===== src/rtl/sont_pkg.sv =====
// Package for the spiking oscillator network tick block.
// Holds sizes, codes, controller/datapath structs and saturation helper.
// No dependencies.
`default_nettype none

package sont_pkg;

  localparam int NEURONS = 32;
  localparam int EDGES   = 256;
  localparam int GROUP   = 5;
  localparam int NI_W    = $clog2(NEURONS);
  localparam int EI_W    = $clog2(EDGES);
  localparam int IDX_W   = EI_W + 1;
  localparam int GI_W    = $clog2(2 * GROUP);

  typedef enum logic [1:0] {
    FUNC_LOAD_NEURON = 2'd0,
    FUNC_LOAD_EDGE   = 2'd1,
    FUNC_TICK        = 2'd2
  } func_e;

  typedef enum logic [2:0] {
    REG_NEURON_COUNT = 3'd0,
    REG_EDGE_COUNT   = 3'd1,
    REG_INPUT_BASE   = 3'd2,
    REG_LEFT_BASE    = 3'd3,
    REG_RIGHT_BASE   = 3'd4
  } reg_e;

  typedef enum logic [3:0] {
    ST_IDLE,
    ST_N_RD,
    ST_N_WR,
    ST_E_RD,
    ST_E_OP,
    ST_E_MUL,
    ST_E_WR,
    ST_D_RD,
    ST_D_WR,
    ST_S_RD,
    ST_S_ACC,
    ST_DONE
  } state_e;

  typedef struct packed {
    state_e             op;
    logic [IDX_W-1:0]   idx;
    logic               accept;
    logic               out_load;
  } cmd_t;

  typedef struct packed {
    logic out_busy;
  } sts_t;

  function automatic logic signed [31:0] sat32(input logic signed [33:0] v);
    logic signed [33:0] hi;
    logic signed [33:0] lo;
    hi = 34'sh0_7FFF_FFFF;
    lo = -34'sh0_8000_0000;
    if (v > hi) return 32'sh7FFF_FFFF;
    else if (v < lo) return 32'sh8000_0000;
    else return v[31:0];
  endfunction

endpackage

`default_nettype wire


===== src/rtl/sont_ctrl.sv =====
// Controller of the oscillator network tick: sequences neuron, edge,
// drive and group-sum passes. Uses sont_pkg.
`default_nettype none

module sont_ctrl
  import sont_pkg::*;
(
  input  wire logic              clk_i,
  input  wire logic              rst_ni,
  input  wire logic              in_valid_i,
  output logic                   in_stall_o,
  input  wire logic [1:0]        func_i,
  input  wire logic [5:0]        neuron_count_i,
  input  wire logic [8:0]        edge_count_i,
  input  sts_t                   sts_i,
  output cmd_t                   cmd_o
);

  state_e            state_q, state_d;
  logic [IDX_W-1:0]  idx_q, idx_d;
  logic [IDX_W-1:0]  nn, ne;
  logic              accept;

  always_comb begin
    nn = (neuron_count_i > 6'(NEURONS)) ? IDX_W'(NEURONS) : IDX_W'(neuron_count_i);
    ne = (edge_count_i > 9'(EDGES)) ? IDX_W'(EDGES) : IDX_W'(edge_count_i);
  end

  assign in_stall_o = (state_q != ST_IDLE);
  assign accept     = in_valid_i && (state_q == ST_IDLE);

  always_comb begin
    state_d = state_q;
    idx_d   = idx_q;
    unique case (state_q)
      ST_IDLE: begin
        if (accept) begin
          idx_d = '0;
          if (func_i == FUNC_TICK) begin
            if (nn != '0) state_d = ST_N_RD;
            else if (ne != '0) state_d = ST_E_RD;
            else state_d = ST_D_RD;
          end else begin
            state_d = ST_DONE;
          end
        end
      end
      ST_N_RD: state_d = ST_N_WR;
      ST_N_WR: begin
        if (idx_q == nn - 1'b1) begin
          idx_d   = '0;
          state_d = (ne != '0) ? ST_E_RD : ST_D_RD;
        end else begin
          idx_d   = idx_q + 1'b1;
          state_d = ST_N_RD;
        end
      end
      ST_E_RD:  state_d = ST_E_OP;
      ST_E_OP:  state_d = ST_E_MUL;
      ST_E_MUL: state_d = ST_E_WR;
      ST_E_WR: begin
        if (idx_q == ne - 1'b1) begin
          idx_d   = '0;
          state_d = ST_D_RD;
        end else begin
          idx_d   = idx_q + 1'b1;
          state_d = ST_E_RD;
        end
      end
      ST_D_RD: state_d = ST_D_WR;
      ST_D_WR: begin
        if (idx_q == IDX_W'(GROUP - 1)) begin
          idx_d   = '0;
          state_d = ST_S_RD;
        end else begin
          idx_d   = idx_q + 1'b1;
          state_d = ST_D_RD;
        end
      end
      ST_S_RD: state_d = ST_S_ACC;
      ST_S_ACC: begin
        if (idx_q == IDX_W'(2 * GROUP - 1)) begin
          state_d = ST_DONE;
        end else begin
          idx_d   = idx_q + 1'b1;
          state_d = ST_S_RD;
        end
      end
      ST_DONE: begin
        if (!sts_i.out_busy) state_d = ST_IDLE;
      end
      default: state_d = ST_IDLE;
    endcase
  end

  always_comb begin
    cmd_o.op       = state_q;
    cmd_o.idx      = idx_q;
    cmd_o.accept   = accept;
    cmd_o.out_load = (state_q == ST_DONE) && !sts_i.out_busy;
  end

  always_ff @(posedge clk_i or negedge rst_ni) begin
    if (!rst_ni) begin
      state_q <= ST_IDLE;
      idx_q   <= '0;
    end else begin
      state_q <= state_d;
      idx_q   <= idx_d;
    end
  end

`ifndef SYNTHESIS
  a_edge_idx: assert property (@(posedge clk_i) disable iff (!rst_ni)
    state_q == ST_E_WR |-> idx_q < ne) else $error("edge index past count");
  a_neuron_idx: assert property (@(posedge clk_i) disable iff (!rst_ni)
    state_q == ST_N_WR |-> idx_q < nn) else $error("neuron index past count");
  a_done_leaves: assert property (@(posedge clk_i) disable iff (!rst_ni)
    (state_q == ST_DONE && !sts_i.out_busy) |=> state_q == ST_IDLE)
    else $error("done state stuck");
  a_load_quick: assert property (@(posedge clk_i) disable iff (!rst_ni)
    (accept && func_i != FUNC_TICK) |=> state_q == ST_DONE)
    else $error("load word not finished at once");
`endif

endmodule

`default_nettype wire


===== config.mk =====
export PLATFORM = sky130hd
export DESIGN_NAME = sont_ctrl
export DESIGN_NICKNAME = d
export VERILOG_FILES = /design/src/rtl/sont_pkg.sv /design/src/rtl/sont_ctrl.sv
export SDC_FILE = /design/constraint.sdc
export NUM_CORES = 1
export LEC_CHECK = 0
export BUFFER_PORTS_ARGS = -buffer_cell sky130_fd_sc_hd__buf_4
export CAP_MARGIN = 10
export CORE_MARGIN = 2
export CORE_UTILIZATION = 55
export CTS_CLUSTER_DIAMETER = 40
export DETAILED_ROUTE_END_ITERATION = 6
export PLACE_DENSITY = 0.88
export SETUP_SLACK_MARGIN = 0.1
export SLEW_MARGIN = 20
export SYNTH_ARGS = -nofsm -noshare
export SYNTH_HDL_FRONTEND = slang
export SYNTH_SLANG_ARGS = --single-unit

===== constraint.sdc =====
create_clock -name clk_i -period 3.3 [get_ports clk_i]
set_input_delay 0.165 -clock clk_i [delete_from_list [all_inputs] [get_ports clk_i]]
set_output_delay 0.165 -clock clk_i [all_outputs]
set_load 0.02 [all_outputs]

---- After elaboration in Yosys (flattened, before gate mapping) ----
Index checks and enable logic that the tools add are counted.
storage, ports and cells
  register bits ........................... 13
  input bits .............................. 21
  output and inout port bits .............. 16
  word-level logic and storage cells ...... 54
operators by class
  add/subtract/negate cells ............... 3
  magnitude comparators ................... 2
  equal/unequal tests ..................... 19
  multiplexer cells ....................... 18
  reduce and logical (&&, ||, !) cells .... 10
operator list
  operator               number
  $mux W9                6
  $pmux W4 S12           1
  $pmux W9 S5            1
  $mux W4                5
  $eq A9 B9 Y1           2
  $reduce_bool A9 Y1     2
  $eq A4 B3 Y1 const B   4
  $eq A4 B4 Y1 const B   4
  $add A9 B1 Y9 const B  1
  $eq A9 B3 Y1 const B   1
  $eq A9 B4 Y1 const B   1
  $gt A9 B9 Y1 const B   1
  $mux W3                3
  $sub A9 B1 Y9 const B  1
  $eq A4 B2 Y1 const B   2
  $sub A6 B1 Y7 const B  1
  $gt A6 B6 Y1 const B   1
  $mux W6                1
  $ne A2 B2 Y1 const B   3
  $reduce_bool A5 Y1     1
  $eq A4 B1 Y1 const B   1
  $logic_not A4 Y1       1
  $reduce_bool A4 Y1     1
  $reduce_and A3 Y1      1
  5 further kinds        6

---- Longest topological paths before layout ----
Gate-level depths: netlist of the first run.
  depth after elaboration ................. 8
  gate-level depth with buffers ........... 11
  gate-level depth less buffers ........... 10

---- Worst setup path after synthesis of the first run ----
No wires, ideal clock.
  kind .................................... input to register
  from .................................... input port edge_count_i[8]
  to ...................................... register idx_q[1]
  library setup time ...................... 121 ps
  data arrival time ....................... 2,400 ps
  setup slack ............................. 779 ps
  stages .................................. 11
  buffers on the path ..................... 1
  cells stage by stage .................... inv_1 -> nand2_1 -> ha_1 -> buf_6 -> xnor2_2 -> xnor2_1 -> or4b_1 -> a221o_1 -> o31ai_4 -> a21oi_2 -> a32o_2
between the ends
  longest elaborated chain between the ends .. 6
ends and longest elaborated chain
  element               RTL line          text
  start, declared       sont_ctrl.sv:14   input wire logic [8:0] edge_count_i,
  $gt A9 B9 Y1          sont_ctrl.sv:26   ne = (edge_count_i > 9'(EDGES)) ? IDX_W'(EDGES) : IDX_W'(edge_count_i);
  $mux W9 *             sont_ctrl.sv:26
  $sub A9 B1 Y9 *       sont_ctrl.sv:62   if (idx_q == ne - 1'b1) begin
  $eq A9 B9 Y1 *        sont_ctrl.sv:62
  $mux W9 *             sont_ctrl.sv:62
  $pmux W9 S5 *         sont_ctrl.sv:35   unique case (state_q)
  end signal, assigned  sont_ctrl.sv:109  idx_q <= idx_d;
  end, declared         sont_ctrl.sv:20   logic [IDX_W-1:0] idx_q, idx_d;
Every way passes the cells marked *; elsewhere a longest branch is shown, timed or not.
A chain may end at the register's enable or synchronous reset.

---- Final worst setup path of the first run ----
  from .................................... register idx_q[2]
  to ...................................... register idx_q[6]
between the ends
  longest elaborated chain between the ends .. 3
ends and longest elaborated chain
  element                                           RTL line         text
  $add A9 B1 Y9, or another cell as far along       --
  $mux W9, or another cell as far along             sont_ctrl.sv:82  if (idx_q == IDX_W'(2 * GROUP - 1)) begin
  $pmux W9 S5 or $reduce_and A3 Y1 (tied branches)  --
Several ways; a longest one is shown, not always the timed one. The select of a mux whose other input is x is not followed.

==> flow_summary.ini, run 1 <==
[outcome]
outcome = finished clean

[worst_setup_path]
crit_end_element = flop
r2r-end = idx_q[6]
critical_path.endpoint = idx_q[6]
worst-r2r-cell-count = 7
crit_start_category = flop
r2r-start = idx_q[2]
worst_ep_arrival_time_ns = 2.78
worst_ep_required_time_ns = 3.46
crit_start = idx_q[2]
rrSetupSlack_ns = 0.68
timing.critical_path.fanout_max = 13
timing.setup.critical_path_class = reg2reg

[power_and_ir_drop]
p_switching_mw = 0.671
power_density_nw_per_um2 = 649
internal_power_mw = 0.616
worst_ir_drop_vdd_mv = 0.501
switching_share_pct = 52.1
cellLeakagePower_nw = 0.853
pwr-share-comb_pct = 64.5
totalPowerFinal_mw = 1.29
power_frac_seq_pct = 27.8
clkPwrFrac_pct = 7.7

[timing]
hold_slack_ns = 0.134
post-route-period-util_pct = 79.3
maxSlewViolCount = 0
timing.final.hold_violations = 0
clock-skew-final_ns = 0.0125
min_period_ns = 2.62
tns_ns = 0
worst_pin_slew_ns = 0.708
fmax_mhz = 382
timing.final.setup_violations = 0
worst_slew_margin_rel_pct = 52.4
rsz0062_at_grt = false

[layout]
layout.nets = 282
antenna_cells = 0
drive_above_1_share_pct = 21.6
syn2layout_area_growth_pct = 16.1
fin_cells = 288
fin_area_sq_um = 1980

[drt]
detailedRoute.firstIterationViolations = 149
drt_pre_antenna_iters = 5
wl_per_cell_um = 14.9
drtAntennaViolNets = 0
drc_errors = 0
vias = 1791
viasPerCell = 6.22
routed_wl_um = 4300

[yosys]
synth.distinct_cells = 60
netlist_top_cells_area = dfrtp_1 19%, nand2_1 6.4%, xnor2_1 4.6%
post_synth_inst_count = 228
ys_dominant_reg_cell = dfrtp_1
synth-seq-area-share_pct = 19.0
synth_largest_type_area_fraction_pct = 19.0
synth_area_leader_cell = dfrtp_1
syn_area_per_cell_sq_um = 7.49
synth_enable_flop_cells = 0
synth.net_count = 254
mappedNetlistArea_sq_um = 1710
async_reset_ff_share_pct = 100
yosys_register_bits = 13
ys_warn_count = 0

[die]
die_h_um = 59.7
floorplan.initialDensity_pct = 56.9
die_outline_area_sq_um = 3570
io_pins = 37
floorplan.die.width_um = 59.7
placementRows = 20
core_region_area_sq_um = 3000

[clock_network]
tritoncts = yes
insertion_delay_ns = 0.28
cts_repair_resize_count = 0
number_of_cts_inserted_buffers = 3
post_cts_buffers = 0
cts.path.max_buffers = 2
cts.htree.levels = 1
clkSinkCount = 13
clkTransAtPathRegs_ns = 0.07
cts_root_buf = clkbuf_4

[placed_design]
placed_standard_cell_area_sq_um = 1950
placed_cells = 283
placer_congestion = 0.939
buffer_ports.inserted = 36
post-dp-hpwl_um = 3200

[job]
maxCapViolations = 0

[global_route]
groute.usage.overall_pct = 25.1
grt-ovfl-total = 0
grt_pass1_vias = 1502
antenna_violations_before_repair = 0
wire_length_of_the_first_global_routing_pass_um = 6870
maximum_number_of_pins_on_one_net_before_global_route_repair = 18

[hold_path]
worstHoldPathType = in2reg
-- Yosys cell counts (all sizes together) (3+ instances only) --
master   n
ha       5
nor2    17
a21oi    7
or3      5
nand2b  10
nand3   10
nand2   29
a21o     5
or4      3
inv      9
buf      9
nor3b    4
nor4     6
xor2     5
clkbuf   8
o22ai    4
xnor2   10
a211oi   3
a31oi    4
nor3    10
o221ai   6
o31ai    5
o211ai   3
dfrtp   13
o21ai    9
-- power groups by stage --
stage | sequential, mW | combinational [mW] | clock [mW]
global placement | 0.357 | 0.812 | 0
detailed placement | 0.359 | 0.819 | 0
finish | 0.358 | 0.831 | 0.0988
global route | 0.373 | 0.904 | 0.106
floorplan | 0.326 | 0.607 | 0
CTS | 0.356 | 0.825 | 0.0987
-- logic make-up (layout without fill, tap and decap cells) --
kind of cell             Yosys count  after routing  share of synthesized area, %
AND/OR/NAND/NOR                  106            106                          32.7
AO/OA/AOI/OAI                     60             60                          26.8
buffers and inverters             26             53                          7.54
XOR/XNOR                          15             15                          8.13
flip-flops                        13             13                          19.0
adder cells (fa/ha/maj)            5              5                          3.66
multiplexers                       3              3                          2.12
-- final cells by class --
type / count / area, sq um
flip-flops and latches: 13 / 325
repair buffers: 40 / 303
fillers: 251 / 1020
inverters: 9 / 33.8
well taps: 33 / 41.3
clock buffers: 4 / 26.3
multi-input cells: 189 / 1250
-- flip-flops by register name (all words and copies together) (netlist names) --
register / count
idx_q: 9
state_q: 4
-- what timing repair did --
action                                  CTS  global route
hold endpoints to repair                 13             0
endpoints found under the setup margin    0             0
hold buffers                              1             0
-- per-layer routing --
metal,global-route usage [%],up-vias,share of wire [%]
met2,37.6,77,47
li1,-,892,-
met4,9.84,0,1.4
met5,0,-,0
met1,37.5,815,45
met3,1.73,7,7.1
-- stage by stage --
step	utilization, %	setup slack [ns]
2_1_floorplan	-	0.779
3_3_place_gp	64.8	0.441
3_5_place_dp	64.8	0.415
4_1_cts	66.0	0.674
5_1_grt	66.0	0.465
6_report	66.0	0.682
-- cell usage in the layout (no fill, tap or decap), types with 5 or more instances in the layout --
cell,n
a21o_1,5
nand2b_1,10
nor3_1,8
buf_4,39
nand3_1,10
o21ai_0,8
nor2_1,17
a21oi_1,6
xor2_1,5
dfrtp_1,13
nand2_1,29
ha_1,5
inv_1,9
o221ai_1,6
xnor2_1,9
nor4_1,6
-- worst min path at each step --
stage | cells past startpoint | endpoint | start | slack, ns
after floorplan | 0 | idx_q[0] | rst_ni | -0.13
after global placement | 1 | state_q[0] | rst_ni | 0.02
after detailed placement | 1 | state_q[0] | rst_ni | 0.02
after CTS | 3 | state_q[1] | sts_i | 0.13
after global routing | 3 | state_q[3] | sts_i | 0.15
final | 3 | state_q[1] | sts_i | 0.13
-- critical path: stages, from the launching register on --
cell,delay (ns)
dfrtp_1,0.55
xnor2_2,0.22
xnor2_1,0.14
or4b_1,0.47
a221o_1,0.42
nor3_2,0.34
o221ai_1,0.18
a21o_1,0.19
(Power assumes the default switching activity.)
==> inputs of run 2 (changes only) <==
ABC_AREA = 1   (was default)
clock period = 2.5 ns   (was 3.3 ns; I/O delays follow)
==> run 2 against run 1 <==
Power is 4.0% lower. Via count is 7.1% higher. Sequential power is 14% lower. Routed wire length is 1.7% lower. Register-to-register slack worse by 0.21 ns. Count of clock-buffer cells in the layout stayed put. Core utilization is 5.3 points higher.
==> flow_summary.ini, run 2 <==
[outcome]
outcome = finished clean

[worst_setup_path]
worst-r2r-cell-count = 9
worst_ep_required_time_ns = 2.67
r2r-start = idx_q[1]
timing.setup.critical_path_class = reg2reg
rrSetupSlack_ns = 0.47
worst_ep_arrival_time_ns = 2.20
crit_start_category = flop
timing.critical_path.fanout_max = 8
crit_end_element = flop
r2r-end = idx_q[6]

[global_route]
groute.usage.overall_pct = 25.8
antenna_violations_before_repair = 0
grt_pass1_vias = 1667
grt-ovfl-total = 0
maximum_number_of_pins_on_one_net_before_global_route_repair = 14
wire_length_of_the_first_global_routing_pass_um = 6980

[timing]
clock-skew-final_ns = 0.00263
timing.final.ws_setup_ns = 0.473
timing.final.setup_violations = 0
post-route-period-util_pct = 81.1
worst_slew_margin_rel_pct = 64.5
min_period_ns = 2.03
hold_slack_ns = 0.122
fmax_mhz = 493
timing.final.hold_violations = 0
maxSlewViolCount = 0
rsz0062_at_grt = false
worst_pin_slew_ns = 0.530
tns_ns = 0

[drt]
routed_wl_um = 4220
drc_errors = 0
detailedRoute.firstIterationViolations = 124
vias = 1919
wl_per_cell_um = 12.0
viasPerCell = 5.44
drt_pre_antenna_iters = 4
drtAntennaViolNets = 0

[yosys]
yosys.area_share.adder_pct = 3.76
post_synth_mux_area_share_pct = 0
synth.distinct_cells = 34
yosys_register_bits = 13
synth_enable_flop_cells = 0
synth-seq-area-share_pct = 19.5
ys_dominant_reg_cell = dfrtp_1
async_reset_ff_share_pct = 100
yosys.area_share.simple_pct = 47.6
synth_area_leader_cell = dfrtp_1
yosys-top-cells-count = 81 x nand2_1, 43 x nand3_1, 41 x inv_1, 28 x nor2_1, 16 x o21ai_0
netlist_top_cells_area = dfrtp_1 20%, nand2_1 18%, nand3_1 13%
yosys.cell_count.top_type = nand2_1
synth_compound_gate_area_share_pct = 10.4
synth_top_family_by_area = simple AND/OR/NAND/NOR gates
mappedNetlistArea_sq_um = 1670
synth.net_count = 309
synth_xor_xnor_area_share_pct = 7.14
ys_warn_count = 0
post_synth_inst_count = 283
synth_largest_type_area_fraction_pct = 19.5
syn_area_per_cell_sq_um = 5.88

[clock_network]
clkSinkCount = 13
clkTransAtPathRegs_ns = 0.07
cts_repair_resize_count = 0
post_cts_buffers = 0
cts.htree.levels = 1
tritoncts = yes
cts-hold-fix-buffers = 1
cts_root_buf = clkbuf_4
insertion_delay_ns = 0.27
cts.path.max_buffers = 2
number_of_cts_inserted_buffers = 3

[layout]
drive_above_1_share_pct = 16.8
fin_area_sq_um = 2000
layout.cells.most_common_list = 81 x nand2_1, 43 x nand3_1, 41 x inv_1
largest_registers = idx_q: 9 flops, state_q: 4 flops
final.fill_count = 251
final-seq-area_sq_um = 325
antenna_cells = 0
utilization_pct = 71.4
syn2layout_area_growth_pct = 20.2
multi_input_area_sq_um = 1150
largest_register = idx_q
largest_reg_flops = 9
layout.nets = 349
mostFrequentLayoutCell = nand2_1

[hold_path]
hold_path.startpoint = in_valid_i
timing.hold.worst_endpoint = state_q[0]
worstHoldPathType = in2reg
whs_path_depth = 3

[die]
die_outline_area_sq_um = 3480
placementRows = 19
core_region_area_sq_um = 2810
floorplan.initialDensity_pct = 59.4
floorplan.die.width_um = 59.0
die_h_um = 59.0
io_pins = 37

[placed_design]
buffer_ports.inserted = 36
placer_congestion = 0.965
post-dp-hpwl_um = 3460
placed_standard_cell_area_sq_um = 1970
dp_slack_ns = 0.217

[job]
maxCapViolations = 0

[power_and_ir_drop]
power_density_nw_per_um2 = 617
worst_ir_drop_vdd_mv = 0.732
cellLeakagePower_nw = 1.11
==> run 2: cell count changes after synthesis, moves of 5 or more <==
cell,change
nand2b_1,-10
clkbuf_1,-6
nor2_1,+11
buf_4,-5
inv_1,+32
nand2_1,+52
a21o_1,-5
o21ai_0,+8
xnor2_1,-8
o221ai_1,-6
nor4_1,-5
xor2_1,+5
nand3_1,+33
==> run 2: layout make-up <==
cell class / instances / share of cell area, %
multi-input cells: 222 / 57.3
flip-flops and latches: 13 / 16.3
repair buffers: 40 / 15.1
inverters: 43 / 8.06
well taps: 31 / 1.94
clock buffers: 4 / 1.31
==> run 2: power breakdown <==
part / internal [mW] / leakage (nW) / total (mW) / switching (mW)
Combinational: 0.293 / 0.922 / 0.803 / 0.509
Clock: 0.0619 / 0.0150 / 0.126 / 0.0642
Sequential: 0.249 / 0.175 / 0.307 / 0.0577
Total: 0.604 / 1.11 / 1.24 / 0.631
==> run 2: logic make-up after synthesis <==
family / Yosys count
XOR/XNOR: 12
AO/OA/AOI/OAI: 28
adder cells (fa/ha/maj): 5
flip-flops: 13
buffers and inverters: 48
AND/OR/NAND/NOR: 177
==> run 2: layer usage <==
layer	part of all wire [%]	GRT usage (%)	wire length, um
met3	6.3	1.97	265
met2	44	42.1	1880
met5	0	0	0
met4	2.2	10.1	92
met1	47	35.6	1990
==> run 2: worst max-delay path, cell delays in order (launching register included) <==
cell	delay, ns
dfrtp_1	0.47
inv_1	0.14
ha_1	0.16
nand3_1	0.10
nor3_1	0.35
nor3_1	0.13
a21oi_1	0.24
nand3_4	0.17
nand3_1	0.12
nand2_1	0.05
==> run 2: worst max path at each step <==
| stage | start | end | cells after the start |
|---|---|---|---|
| 2_1_floorplan | edge_count_i[1] | idx_q[1] | 16 |
| 3_3_place_gp | edge_count_i[0] | idx_q[2] | 16 |
| 3_5_place_dp | edge_count_i[1] | idx_q[2] | 16 |
| 4_1_cts | edge_count_i[1] | idx_q[6] | 16 |
| 5_1_grt | idx_q[0] | idx_q[5] | 9 |
| 6_report | idx_q[1] | idx_q[6] | 9 |
==> run 2: metrics by stage <==
stage          std cells  total power [mW]
4_1_cts              353              1.23
3_5_place_dp         348              1.10
3_3_place_gp         348              1.09
5_1_grt              353              1.36
2_1_floorplan        283             0.842
6_report             353              1.24
